[src/design/lfu_cache_with_lru_tiebreak_defines.svh]
// ----------------------------------------------------------------------------
// LFU cache assertion macros
// Shared assertion shorthands for the cache modules.
// ----------------------------------------------------------------------------
`ifndef LFU_CACHE_WITH_LRU_TIEBREAK_DEFINES_SVH
`define LFU_CACHE_WITH_LRU_TIEBREAK_DEFINES_SVH

// Same-cycle implication, disabled during reset.
`define LFU_ASSERT_NOW(lbl, ante, cons, msg) \
  lbl: assert property (@(posedge clk) disable iff (!rst_n) (ante) |-> (cons)) else $error(msg);

// Next-cycle implication, disabled during reset.
`define LFU_ASSERT_NEXT(lbl, ante, cons, msg) \
  lbl: assert property (@(posedge clk) disable iff (!rst_n) (ante) |=> (cons)) else $error(msg);

`endif

[src/design/lfu_pkg.sv]
// ----------------------------------------------------------------------------
// LFU cache package
// Defaults, controller states and the command/status bundles.
// ----------------------------------------------------------------------------
package lfu_pkg;

  localparam int CAPACITY_DEF   = 16;
  localparam int VALUE_BITS_DEF = 32;
  localparam int COUNT_BITS_DEF = 16;
  localparam int CFG_BITS       = 5;
  localparam logic [CFG_BITS-1:0] CFG_RESET = 5'd16;

  localparam logic ACT_GET = 1'b0;
  localparam logic ACT_PUT = 1'b1;

  typedef enum logic [1:0] {
    ST_IDLE,
    ST_SCAN,
    ST_UPDATE
  } state_t;

  typedef struct packed {
    logic load;
    logic scan;
    logic commit;
  } cmd_t;

  typedef struct packed {
    logic scan_last;
    logic out_busy;
  } sts_t;

endpackage

[src/design/lfu_cache_with_lru_tiebreak.sv]
// An accepted word is latched, the scan reads one entry a cycle, and the update then
// writes the result word into an output register. A new request is taken only after
// the last one is updated. A result waits in the output register; the next request
// is taken while it waits. Reset (rst_n low, synchronous) clears all entry valid bits
// and age ranks at once and sets cap_r to 16; no clearing pass follows.
// ----------------------------------------------------------------------------
// LFU cache with LRU tiebreak
// Key-value cache with least-frequently-used replacement over a stream port.
// ----------------------------------------------------------------------------
module lfu_cache_with_lru_tiebreak #(
  parameter int CAPACITY   = lfu_pkg::CAPACITY_DEF,
  parameter int VALUE_BITS = lfu_pkg::VALUE_BITS_DEF,
  parameter int COUNT_BITS = lfu_pkg::COUNT_BITS_DEF
) (
  input  logic                         clk,
  input  logic                         rst_n,
  input  logic                         cfg_valid,
  output logic                         cfg_ready,
  input  logic [lfu_pkg::CFG_BITS-1:0] cfg_data,
  input  logic                         in_tvalid,
  output logic                         in_tready,
  input  logic [63:0]                  in_tdata,  // key [31:0], write_value [63:32]
  input  logic                         in_tuser,  // action
  output logic                         out_tvalid,
  input  logic                         out_tready,
  output logic [63:0]                  out_tdata, // read_value [31:0], evicted_key [63:32]
  output logic [1:0]                   out_tuser  // hit [0], evicted [1]
);

  lfu_pkg::cmd_t cmd;
  lfu_pkg::sts_t sts;
  logic [lfu_pkg::CFG_BITS-1:0] cap_r;
  logic hit, evicted;
  logic [31:0] read_value, evicted_key;

  assign cfg_ready = 1'b1;

  always_ff @(posedge clk) begin
    if (!rst_n) begin
      cap_r <= lfu_pkg::CFG_RESET;
    end else if (cfg_valid) begin
      cap_r <= cfg_data;
    end
  end

  lfu_ctrl u_ctrl (
    .clk       (clk),
    .rst_n     (rst_n),
    .in_tvalid (in_tvalid),
    .in_tready (in_tready),
    .sts       (sts),
    .cmd       (cmd)
  );

  lfu_dp #(
    .CAPACITY   (CAPACITY),
    .VALUE_BITS (VALUE_BITS),
    .COUNT_BITS (COUNT_BITS)
  ) u_dp (
    .clk             (clk),
    .rst_n           (rst_n),
    .cmd             (cmd),
    .sts             (sts),
    .cap_cfg         (cap_r),
    .in_action       (in_tuser),
    .in_key          (in_tdata[31:0]),
    .in_wval         (in_tdata[63:32]),
    .out_tvalid      (out_tvalid),
    .out_tready      (out_tready),
    .out_hit         (hit),
    .out_read_value  (read_value),
    .out_evicted     (evicted),
    .out_evicted_key (evicted_key)
  );

  assign out_tdata = {evicted_key, read_value};
  assign out_tuser = {evicted, hit};

endmodule

[src/design/lfu_ctrl.sv]
// ----------------------------------------------------------------------------
// LFU cache controller
// Sequences load, entry scan and update of one request at a time.
// ----------------------------------------------------------------------------
module lfu_ctrl (
  input  logic          clk,
  input  logic          rst_n,
  input  logic          in_tvalid,
  output logic          in_tready,
  input  lfu_pkg::sts_t sts,
  output lfu_pkg::cmd_t cmd
);

  lfu_pkg::state_t state_r, state_nxt;

  always_ff @(posedge clk) begin
    if (!rst_n) begin
      state_r <= lfu_pkg::ST_IDLE;
    end else begin
      state_r <= state_nxt;
    end
  end

  always_comb begin
    state_nxt  = state_r;
    in_tready  = 1'b0;
    cmd        = '0;
    case (state_r)
      lfu_pkg::ST_IDLE: begin
        in_tready = 1'b1;
        if (in_tvalid) begin
          cmd.load  = 1'b1;
          state_nxt = lfu_pkg::ST_SCAN;
        end
      end
      lfu_pkg::ST_SCAN: begin
        cmd.scan = 1'b1;
        if (sts.scan_last) begin
          state_nxt = lfu_pkg::ST_UPDATE;
        end
      end
      lfu_pkg::ST_UPDATE: begin
        // Hold the update until the result register can take the word.
        if (!sts.out_busy) begin
          cmd.commit = 1'b1;
          state_nxt  = lfu_pkg::ST_IDLE;
        end
      end
      default: begin
        state_nxt = lfu_pkg::ST_IDLE;
      end
    endcase
  end

endmodule

[src/design/lfu_dp.sv]
// ----------------------------------------------------------------------------
// LFU cache datapath
// Entry storage, sequential entry scan, replacement update, result register.
// ----------------------------------------------------------------------------
`include "lfu_cache_with_lru_tiebreak_defines.svh"

module lfu_dp #(
  parameter int CAPACITY   = lfu_pkg::CAPACITY_DEF,
  parameter int VALUE_BITS = lfu_pkg::VALUE_BITS_DEF,
  parameter int COUNT_BITS = lfu_pkg::COUNT_BITS_DEF
) (
  input  logic                         clk,
  input  logic                         rst_n,
  input  lfu_pkg::cmd_t                cmd,
  output lfu_pkg::sts_t                sts,
  input  logic [lfu_pkg::CFG_BITS-1:0] cap_cfg,
  input  logic                         in_action,
  input  logic [31:0]                  in_key,
  input  logic [31:0]                  in_wval,
  output logic                         out_tvalid,
  input  logic                         out_tready,
  output logic                         out_hit,
  output logic [31:0]                  out_read_value,
  output logic                         out_evicted,
  output logic [31:0]                  out_evicted_key
);

  localparam int IW  = (CAPACITY > 1) ? $clog2(CAPACITY) : 1;
  localparam int OW  = $clog2(CAPACITY + 1);
  localparam int CW  = (OW > lfu_pkg::CFG_BITS) ? OW : lfu_pkg::CFG_BITS;
  localparam logic [IW-1:0] LAST_IDX = IW'(CAPACITY - 1);
  localparam logic [COUNT_BITS-1:0] CNT_MAX = '1;

  logic                  valid_r [CAPACITY];
  logic [31:0]           key_r   [CAPACITY];
  logic [VALUE_BITS-1:0] value_r [CAPACITY];
  logic [COUNT_BITS-1:0] count_r [CAPACITY];
  logic [IW-1:0]         rank_r  [CAPACITY];
  logic                  valid_nxt [CAPACITY];
  logic [IW-1:0]         rank_nxt  [CAPACITY];

  // Request latched at accept.
  logic                  act_r;
  logic [31:0]           req_key_r;
  logic [VALUE_BITS-1:0] wval_r;

  // Scan results.
  logic [IW-1:0]         idx_r;
  logic [OW-1:0]         occ_r;
  logic                  found_r;
  logic [IW-1:0]         fidx_r;
  logic [VALUE_BITS-1:0] fval_r;
  logic [COUNT_BITS-1:0] fcnt_r;
  logic [IW-1:0]         frank_r;
  logic                  vfound_r;
  logic [IW-1:0]         vidx_r;
  logic [31:0]           vkey_r;
  logic [COUNT_BITS-1:0] vcnt_r;
  logic [IW-1:0]         vrank_r;
  logic                  free_r;
  logic [IW-1:0]         freeidx_r;

  logic                  out_valid_r;
  logic                  hit_r, evicted_r;
  logic [31:0]           read_r, evkey_r;

  logic [CW-1:0] cap_eff;
  logic          neg, do_touch, do_write_found, do_insert, do_evict;
  logic [IW-1:0] slot;
  logic          res_hit, res_ev;
  logic [31:0]   res_read, res_evkey;
  logic [63:0]   fval_wide, wval_wide;

  assign sts.scan_last = (idx_r == LAST_IDX);
  assign sts.out_busy  = out_valid_r && !out_tready;

  assign cap_eff   = (CW'(cap_cfg) > CW'(CAPACITY)) ? CW'(CAPACITY) : CW'(cap_cfg);
  assign neg       = req_key_r[31];
  assign fval_wide = 64'(fval_r);
  assign wval_wide = 64'(wval_r);

  always_comb begin
    do_touch       = 1'b0;
    do_write_found = 1'b0;
    do_insert      = 1'b0;
    do_evict       = 1'b0;
    res_hit        = 1'b0;
    res_ev         = 1'b0;
    res_read       = '0;
    res_evkey      = '0;
    slot           = freeidx_r;
    if (cap_eff != '0) begin
      if (act_r == lfu_pkg::ACT_GET) begin
        if (!neg && found_r) begin
          do_touch = 1'b1;
          res_hit  = 1'b1;
          res_read = fval_wide[31:0];
        end
      end else if (found_r) begin
        do_write_found = 1'b1;
        do_touch       = !neg;
        res_hit        = 1'b1;
        res_read       = wval_wide[31:0];
      end else begin
        do_insert = 1'b1;
        do_evict  = (CW'(occ_r) >= cap_eff) && vfound_r;
        if (do_evict) begin
          res_ev    = 1'b1;
          res_evkey = vkey_r;
          // The evicted slot becomes the lowest free one unless an earlier slot is free.
          if (!(free_r && freeidx_r < vidx_r)) begin
            slot = vidx_r;
          end
        end
      end
    end
  end

  always_comb begin
    for (int i = 0; i < CAPACITY; i++) begin
      valid_nxt[i] = valid_r[i];
      rank_nxt[i]  = rank_r[i];
      if (do_touch) begin
        if (IW'(i) == fidx_r) begin
          rank_nxt[i] = '0;
        end else if (valid_r[i] && rank_r[i] < frank_r) begin
          rank_nxt[i] = rank_r[i] + 1'b1;
        end
      end
      if (do_insert) begin
        if (do_evict && IW'(i) == vidx_r) begin
          valid_nxt[i] = 1'b0;
        end else if (valid_r[i]) begin
          if (do_evict && rank_r[i] > vrank_r) begin
            rank_nxt[i] = rank_r[i];
          end else begin
            rank_nxt[i] = rank_r[i] + 1'b1;
          end
        end
        if (IW'(i) == slot) begin
          valid_nxt[i] = 1'b1;
          rank_nxt[i]  = '0;
        end
      end
    end
  end

  always_ff @(posedge clk) begin
    if (!rst_n) begin
      for (int i = 0; i < CAPACITY; i++) begin
        valid_r[i] <= 1'b0;
        rank_r[i]  <= '0;
      end
    end else if (cmd.commit) begin
      for (int i = 0; i < CAPACITY; i++) begin
        valid_r[i] <= valid_nxt[i];
        rank_r[i]  <= rank_nxt[i];
      end
    end
  end

  always_ff @(posedge clk) begin
    if (cmd.commit) begin
      if (do_write_found) begin
        value_r[fidx_r] <= wval_r;
      end
      if (do_touch) begin
        count_r[fidx_r] <= (fcnt_r == CNT_MAX) ? fcnt_r : fcnt_r + 1'b1;
      end
      if (do_insert) begin
        key_r[slot]   <= req_key_r;
        value_r[slot] <= wval_r;
        count_r[slot] <= COUNT_BITS'(1);
      end
    end
  end

  always_ff @(posedge clk) begin
    if (cmd.load) begin
      act_r     <= in_action;
      req_key_r <= in_key;
      wval_r    <= VALUE_BITS'(in_wval);
    end
  end

  always_ff @(posedge clk) begin
    if (!rst_n) begin
      idx_r    <= '0;
      occ_r    <= '0;
      found_r  <= 1'b0;
      vfound_r <= 1'b0;
      free_r   <= 1'b0;
    end else if (cmd.load) begin
      idx_r    <= '0;
      occ_r    <= '0;
      found_r  <= 1'b0;
      vfound_r <= 1'b0;
      free_r   <= 1'b0;
    end else if (cmd.scan) begin
      if (idx_r != LAST_IDX) begin
        idx_r <= idx_r + 1'b1;
      end
      if (valid_r[idx_r]) begin
        occ_r <= occ_r + 1'b1;
        if (key_r[idx_r] == req_key_r) begin
          found_r <= 1'b1;
        end
        if (!vfound_r || count_r[idx_r] < vcnt_r ||
            (count_r[idx_r] == vcnt_r && rank_r[idx_r] > vrank_r)) begin
          vfound_r <= 1'b1;
        end
      end else begin
        free_r <= 1'b1;
      end
    end
  end

  always_ff @(posedge clk) begin
    if (cmd.scan && valid_r[idx_r]) begin
      if (key_r[idx_r] == req_key_r) begin
        fidx_r  <= idx_r;
        fval_r  <= value_r[idx_r];
        fcnt_r  <= count_r[idx_r];
        frank_r <= rank_r[idx_r];
      end
      if (!vfound_r || count_r[idx_r] < vcnt_r ||
          (count_r[idx_r] == vcnt_r && rank_r[idx_r] > vrank_r)) begin
        vidx_r  <= idx_r;
        vkey_r  <= key_r[idx_r];
        vcnt_r  <= count_r[idx_r];
        vrank_r <= rank_r[idx_r];
      end
    end
    if (cmd.scan && !valid_r[idx_r] && !free_r) begin
      freeidx_r <= idx_r;
    end
  end

  always_ff @(posedge clk) begin
    if (!rst_n) begin
      out_valid_r <= 1'b0;
    end else if (cmd.commit) begin
      out_valid_r <= 1'b1;
    end else if (out_tready) begin
      out_valid_r <= 1'b0;
    end
  end

  always_ff @(posedge clk) begin
    if (cmd.commit) begin
      hit_r     <= res_hit;
      read_r    <= res_read;
      evicted_r <= res_ev;
      evkey_r   <= res_evkey;
    end
  end

  assign out_tvalid      = out_valid_r;
  assign out_hit         = hit_r;
  assign out_read_value  = read_r;
  assign out_evicted     = evicted_r;
  assign out_evicted_key = evkey_r;

  `LFU_ASSERT_NEXT(a_commit_shows, cmd.commit, out_valid_r, "result missing after update")
  `LFU_ASSERT_NOW(a_ev_not_hit, out_valid_r && evicted_r, !hit_r, "eviction on a hit")
  `LFU_ASSERT_NEXT(a_load_rewinds, cmd.load, idx_r == '0 && !found_r, "scan not restarted")

endmodule

[config.mk]
export PLATFORM = sky130hd
export DESIGN_NAME = lfu_cache_with_lru_tiebreak
export DESIGN_NICKNAME = d
export VERILOG_FILES = /design/src/design/lfu_pkg.sv /design/src/design/lfu_cache_with_lru_tiebreak.sv /design/src/design/lfu_ctrl.sv /design/src/design/lfu_dp.sv
export VERILOG_INCLUDE_DIRS = /design/src /design/src/design
export SDC_FILE = /design/constraint.sdc
export NUM_CORES = 2
export LEC_CHECK = 0
export BUFFER_PORTS_ARGS = -buffer_cell sky130_fd_sc_hd__buf_2
export CAP_MARGIN = 10
export CORE_MARGIN = 3
export CORE_UTILIZATION = 35
export DETAILED_ROUTE_END_ITERATION = 8
export PLACE_DENSITY = 0.57
export SYNTH_ARGS = -nofsm -noshare
export SYNTH_HDL_FRONTEND = slang
export SYNTH_SLANG_ARGS = --single-unit
[constraint.sdc]
create_clock -name clk -period 15.71 [get_ports clk]
set_clock_uncertainty 0.15 [all_clocks]
set_input_delay 0.7855 -clock clk [delete_from_list [all_inputs] [get_ports clk]]
set_output_delay 0.7855 -clock clk [all_outputs]
set_load 0.02 [all_outputs]
* Word-level counts from Yosys, hierarchy flattened
Memories as Yosys holds them, arrays and structs flattened. A register that Yosys moved wholly into a read port is not among the register bits.
Index checks and enable logic that the tools add are counted.
** Cells by class
- Add/subtract/negate cells :: 19
- $lt $le $gt $ge :: 37
- Eq/ne operators :: 55
- Mux-type cells :: 272
- Bitwise gates (word level) :: 37
- Reduce and logical (&&, ||, !) cells :: 82
** Operator list (count)
- $mux W4 :: 159
- $mux W32 :: 4
- $mux W1 :: 102
- $eq A4 B4 Y1 const A :: 24
- $add A4 B1 Y4 const B :: 17
- $gt A4 B4 Y1 :: 17
- $lt A4 B4 Y1 :: 17
- $logic_and A1 B1 Y1 :: 56
- $eq A3 B4 Y1 const A :: 12
- $eq A32 B32 Y1 :: 1
- $mux W16 :: 2
- $or A1 B1 Y1 :: 32
- $reduce_or A32 Y1 :: 1
- $eq A2 B4 Y1 const A :: 6
- $add A16 B1 Y16 const B :: 1
- $eq A16 B16 Y1 :: 1
- $eq A16 B16 Y1 const B :: 1
- $lt A16 B16 Y1 :: 1
- $reduce_or A16 Y1 :: 1
- $eq A1 B4 Y1 const A :: 3
- $logic_not A4 Y1 :: 3
- $reduce_and A2 Y1 :: 5
- $reduce_and A3 Y1 :: 3
- $mux W2 :: 3
- other kinds (19) :: 30
** Storage, ports and cells
- Bits in registers :: 235
- Memory bits (writable) :: 1360
- Bits of input ports :: 75
- Output and inout bits :: 69
- Word-level logic and storage cells :: 530
- Memories kept :: 5
** Memories
- u_dp.key_r :: depth 16, bits a word 32, read ports 1, clocked after Yosys merged registers in 1, wr ports 1, line lfu_dp.sv:35 : logic [31:0] key_r [CAPACITY];
- u_dp.value_r :: depth 16, bits a word 32, read ports 1, clocked after Yosys merged registers in 1, wr ports 1, line lfu_dp.sv:36 : logic [VALUE_BITS-1:0] value_r [CAPACITY];
- u_dp.count_r :: depth 16, bits a word 16, read ports 1, clocked after Yosys merged registers in 1, wr ports 1, line lfu_dp.sv:37 : logic [COUNT_BITS-1:0] count_r [CAPACITY];
- u_dp.rank_r :: depth 16, bits a word 4, read ports 17, clocked after Yosys merged registers in 1, wr ports 16, line lfu_dp.sv:38 : logic [IW-1:0] rank_r [CAPACITY];
- u_dp.valid_r :: depth 16, bits a word 1, read ports 17, clocked after Yosys merged registers in 1, wr ports 16, line lfu_dp.sv:34 : logic valid_r [CAPACITY];

* Longest topological paths before layout
- Depth after elaboration :: 14
- Depth in mapped cells :: 18
- Mapped depth without buffers :: 12

* Modules after synthesis
Synthesis repeated with hierarchy kept, for this count alone.
** Unflattened totals
- Cells, all modules :: 3672
- Area total of the unflattened synthesis :: 68324.3 sq um
** By module, submodules not included
- lfu_dp :: instances 1, cells each 3639, area an instance 68006.5 sq um, sequential area each 48596.6 sq um
- lfu_cache_with_lru_tiebreak :: instances 1, cells each 20, area an instance 216.5 sq um, sequential area each 100.1 sq um
- lfu_ctrl :: instances 1, cells each 13, area an instance 101.3 sq um, sequential area each 40.0 sq um

* Least setup slack after synthesis
Ideal clock, no wire load.
- Kind :: register to register
- Start point :: register with a tool-made name
- End point :: register u_dp.vcnt_r[0] (read register of u_dp.count_r) (enable)
- Library setup time :: 503 ps
- Data arrival time :: 6820 ps
- Required time :: 15057 ps
- Setup slack :: 8237 ps
- Stages on the path, launching flop included :: 18
- Buffers on the path :: 7
- Period minus slack after synthesis :: 7473 ps
- Cell sequence :: dfxtp_1 buf_6 buf_8 buf_8 buf_8 buf_2 buf_1 buf_2 mux4_2 mux4_2 ha_1 a21o_1 a21o_1 a21oi_1 nor2_1 a211oi_1 o211ai_1 a31oi_1
** RTL lines
- end: declaration :: line lfu_dp.sv:58 : logic [COUNT_BITS-1:0] vcnt_r;

==> results.py <==
metrics = {
    "status": {
        "status": "complete, no violations",
    },
    "global_route": {
        "met1_usage_pct": 25.46,
        "grt_pass1_wl_mm": 267.8,
        "grt_use_met2_pct": 28.41,
        "grt_usage_pct": 17.89,
        "antenna_found_initial": 0,
        "grt_pass1_vias": 37824,
        "busiest_layer": "met2",
        "grt_max_degree": 98,
        "grt.overflow.total": 0,
        "grt_util_met3_pct": 3.035,
    },
    "power_and_ir_drop": {
        "ir_drop_mv": 0.09565,
        "p_per_area_mw_per_mm2": 114.8,
        "p_leak_nw": 25.37,
        "clkPwrFrac_pct": 42.7,
        "p_seq_share_pct": 53.6,
        "p_int_mw": 7.123,
        "p_switching_mw": 1.961,
        "total_power_mw": 9.083,
        "switching_share_pct": 21.59,
        "share_comb_of_total_power_pct": 3.6,
    },
    "critical_path": {
        "r2r_end": "u_dp.vkey_r[5]",
        "crit_slowest_cell": "a31oi_4",
        "crit_fanout": 36,
        "reg2reg_slack_ns": 9.05,
        "critical_path_class": "reg -> reg",
        "cp_cell_sequence": "buf_4 > mux4_2 > mux4_2 > ha_1 > a21o_1 > a21o_1 > a21oi_1 > nor2_1 > a211oi_1 > o21ai_0 > a31oi_4 > buf_4",
        "cp-start-kind": "register",
        "crit_path_end_kind": "register",
        "reg2reg_depth": 12,
        "cpPeakStageDelay_ns": 0.96,
        "crit_arrival_ns": 6.95,
        "crit_family": "compound AO/OA/AOI/OAI gates",
        "cp_num_buf_inv": 2,
        "required_ns": 16.00,
    },
    "sta": {
        "finalHoldViolCount": 0,
        "grt_setup_unrepaired": "false",
        "fin_crit_ns": 6.660,
        "layout_setup_ws_ns": 9.050,
        "setup_viol_count_final": 0,
        "tns_ns": 0,
        "relSlewSlack_pct": 13.18,
        "post-route-period-util_pct": 42.39,
        "worstMarginPinSlew_ns": 1.302,
        "drv_slew": 0,
        "max_freq_mhz": 150.2,
    },
    "floorplanning": {
        "chipHeight_um": 450.0,
        "coreArea_mm2": 0.1954,
        "die-area_mm2": 0.2025,
        "io_pins": 144,
        "initial_core_util_pct": 35.31,
        "die_x_um": 450.0,
        "num_rows": 162,
    },
    "clock_network": {
        "cts_sinks": 1631,
        "numCtsBuffers": 167,
        "cts-root-buf": "clkbuf_16",
        "cts_tree": "yes",
        "insertion_delay_ns": 0.83,
        "post_cts_resized": 0,
        "clockBufferDepth": 3,
        "htree_levels": 4,
        "clk_pin_slew_worst_paths_ns": 0.06,
    },
    "synthesis": {
        "syn-num-nets": 3960,
        "synthAdderAreaFrac_pct": 2.884,
        "yosysSeqAreaShare_pct": 70.64,
        "synth_area_per_cell_um2": 18.52,
        "synth_top_area_share_pct": 69.95,
        "synth_top_family_by_area": "multiplexers",
        "ys_types": 82,
        "yosysWarnings": 0,
        "synthCells": 3726,
        "synthMuxAreaShare_pct": 14.08,
        "synth-simple-area-share_pct": 4.035,
        "synth-edff-count": 1607,
        "ys_top_cells_by_area": "edfxtp_1, mux4_2, ha_1, o21ai_0, mux2i_1",
        "netlist_area_mm2": 0.06899,
        "synth_top_cell_by_area": "edfxtp_1",
        "synth_compound_area_share_pct": 5.508,
        "synth-seq-cells": 1631,
        "synth-xor-area-share_pct": 1.054,
        "synth-async-reset-ratio_pct": 0,
        "ys.flop_type": "edfxtp_1",
    },
    "detailed_routing": {
        "routed_wl_mm": 182.5,
        "wl_per_cell_um": 26.96,
        "dr.pass1.iters": 6,
        "final_antenna_net_count": 0,
        "drc": 0,
        "drtIter0Drc": 3795,
        "viasPerCell": 5.538,
        "num_vias": 37484,
    },
    "layout": {
        "finish.utilization_pct": 40.49,
        "diodes": 0,
        "layout.nets": 4244,
        "mostFrequentLayoutCell": "edfxtp_1",
        "drive_gt1_share_pct": 23.21,
        "post-route-cell-area_mm2": 0.07912,
        "synthToLayoutAreaGrowth_pct": 14.68,
        "final_cell_mix": "edfxtp_1, mux4_2, o21ai_0, clkbuf_16, ha_1",
    },
    "placed_design": {
        "gp_congestion": 0.8131,
        "io_buffers": 142,
        "place_hpwl_mm": 100.6,
        "place_ws_ns": 8.951,
        "dpl_cell_area_mm2": 0.07323,
    },
    "worst_hold_path": {
        "hp-class": "in -> reg",
        "hp-start": "in_tdata[6]",
        "hold_path_end": "u_dp.req_key_r[6]",
        "whs_path_depth": 1,
    },
    "job": {
        "maxCapViolations": 0,
    },
}
## synth_stat cells (all sizes together) (11+ instances only)
cell type	number
a41oi	18
or2	11
a21boi	23
xnor2	41
dfxtp	24
nor4	13
a21oi	89
a22o	35
a221oi	36
inv	84
o31ai	11
nor2b	34
nand4	18
clkbuf	97
o22ai	20
buf	84
and3	43
nor2	102
nand2b	38
ha	159
a211oi	19
o21a	22
nor3	67
xor2	42
mux4	389
edfxtp	1607
o21ai	181
nand3	61
mux2	12
a221o	15
nand2	111
a31oi	18
mux2i	79
and4b	15
## per-stage QoR
stage | cells | hold WS, ns
final | 6769 | 0.04716
after global routing | 6769 | 0.0004639
after CTS | 6767 | 0.001410
after detailed placement | 6409 | 0.3491
after global placement | 6409 | 0.3362
after floorplan | 3726 | 0.2910
## cell families after synthesis
kind of cell	Yosys count
DFF	1631
AOI/OAI and AO/OA	568
and+or+nand+nor	539
muxes	480
buffers and inverters	265
adders and majority gates	159
xor gates and xnor gates	83
other	1
## layer usage
layer | wire (um) | up-vias
met5 | 0 | -
met4 | 4568 | 0
met3 | 11670 | 260
met2 | 86960 | 1383
met1 | 79270 | 19859
li1 | - | 15982
## power by group through the flow
stage          Clock [mW]  Sequential (mW)  Combinational (mW)
2_1_floorplan           0             4.93               0.234
3_3_place_gp            0             4.96               0.317
3_5_place_dp            0             4.96               0.323
4_1_cts              3.96             4.87               0.335
5_1_grt              4.14             4.88               0.362
6_report             3.88             4.87               0.331
## flip-flops by register name, summed over array words and instances, names as in the netlist, 32 cells and up, named ones only
| register | count |
|---|---|
| u_dp.out_read_value | 32 |
| u_dp.req_key_r | 32 |
| u_dp.value_r | 512 |
| u_dp.fval_r | 32 |
| u_dp.out_evicted_key | 32 |
| u_dp.wval_r | 32 |
| u_dp.count_r | 256 |
| u_dp.vkey_r | 32 |
| u_dp.key_r | 512 |
| u_dp.rank_r | 64 |
## what timing repair did
| item | CTS | global route |
|---|---|---|
| hold endpoints to repair | 54 | 0 |
| setup buffers | 0 | 0 |
| hold buffers | 54 | 0 |
## how the worst max path moves through the flow
stage,startpoint,to,slack [ns],cells past startpoint
2_1_floorplan,register,u_dp.vcnt_r[0],8.24,17
3_3_place_gp,register,u_dp.vkey_r[21],9.01,11
3_5_place_dp,register,u_dp.vkey_r[21],8.95,11
4_1_cts,register,u_dp.vkey_r[5],8.89,11
5_1_grt,register,u_dp.vkey_r[16],8.59,11
6_report,register,u_dp.vkey_r[5],9.05,12
## layout make-up
class / count / area (um^2)
Clock buffer: 203 / 4345
Clock inverter: 101 / 987.2
Fill cell: 17503 / 116300
Inverter: 84 / 322.8
Multi-Input combinational cell: 1830 / 19380
Sequential cell: 1631 / 48760
Tap cell: 2624 / 3283
Timing Repair Buffer: 296 / 2037
No activity file was read; power rests on OpenSTA's default activity.
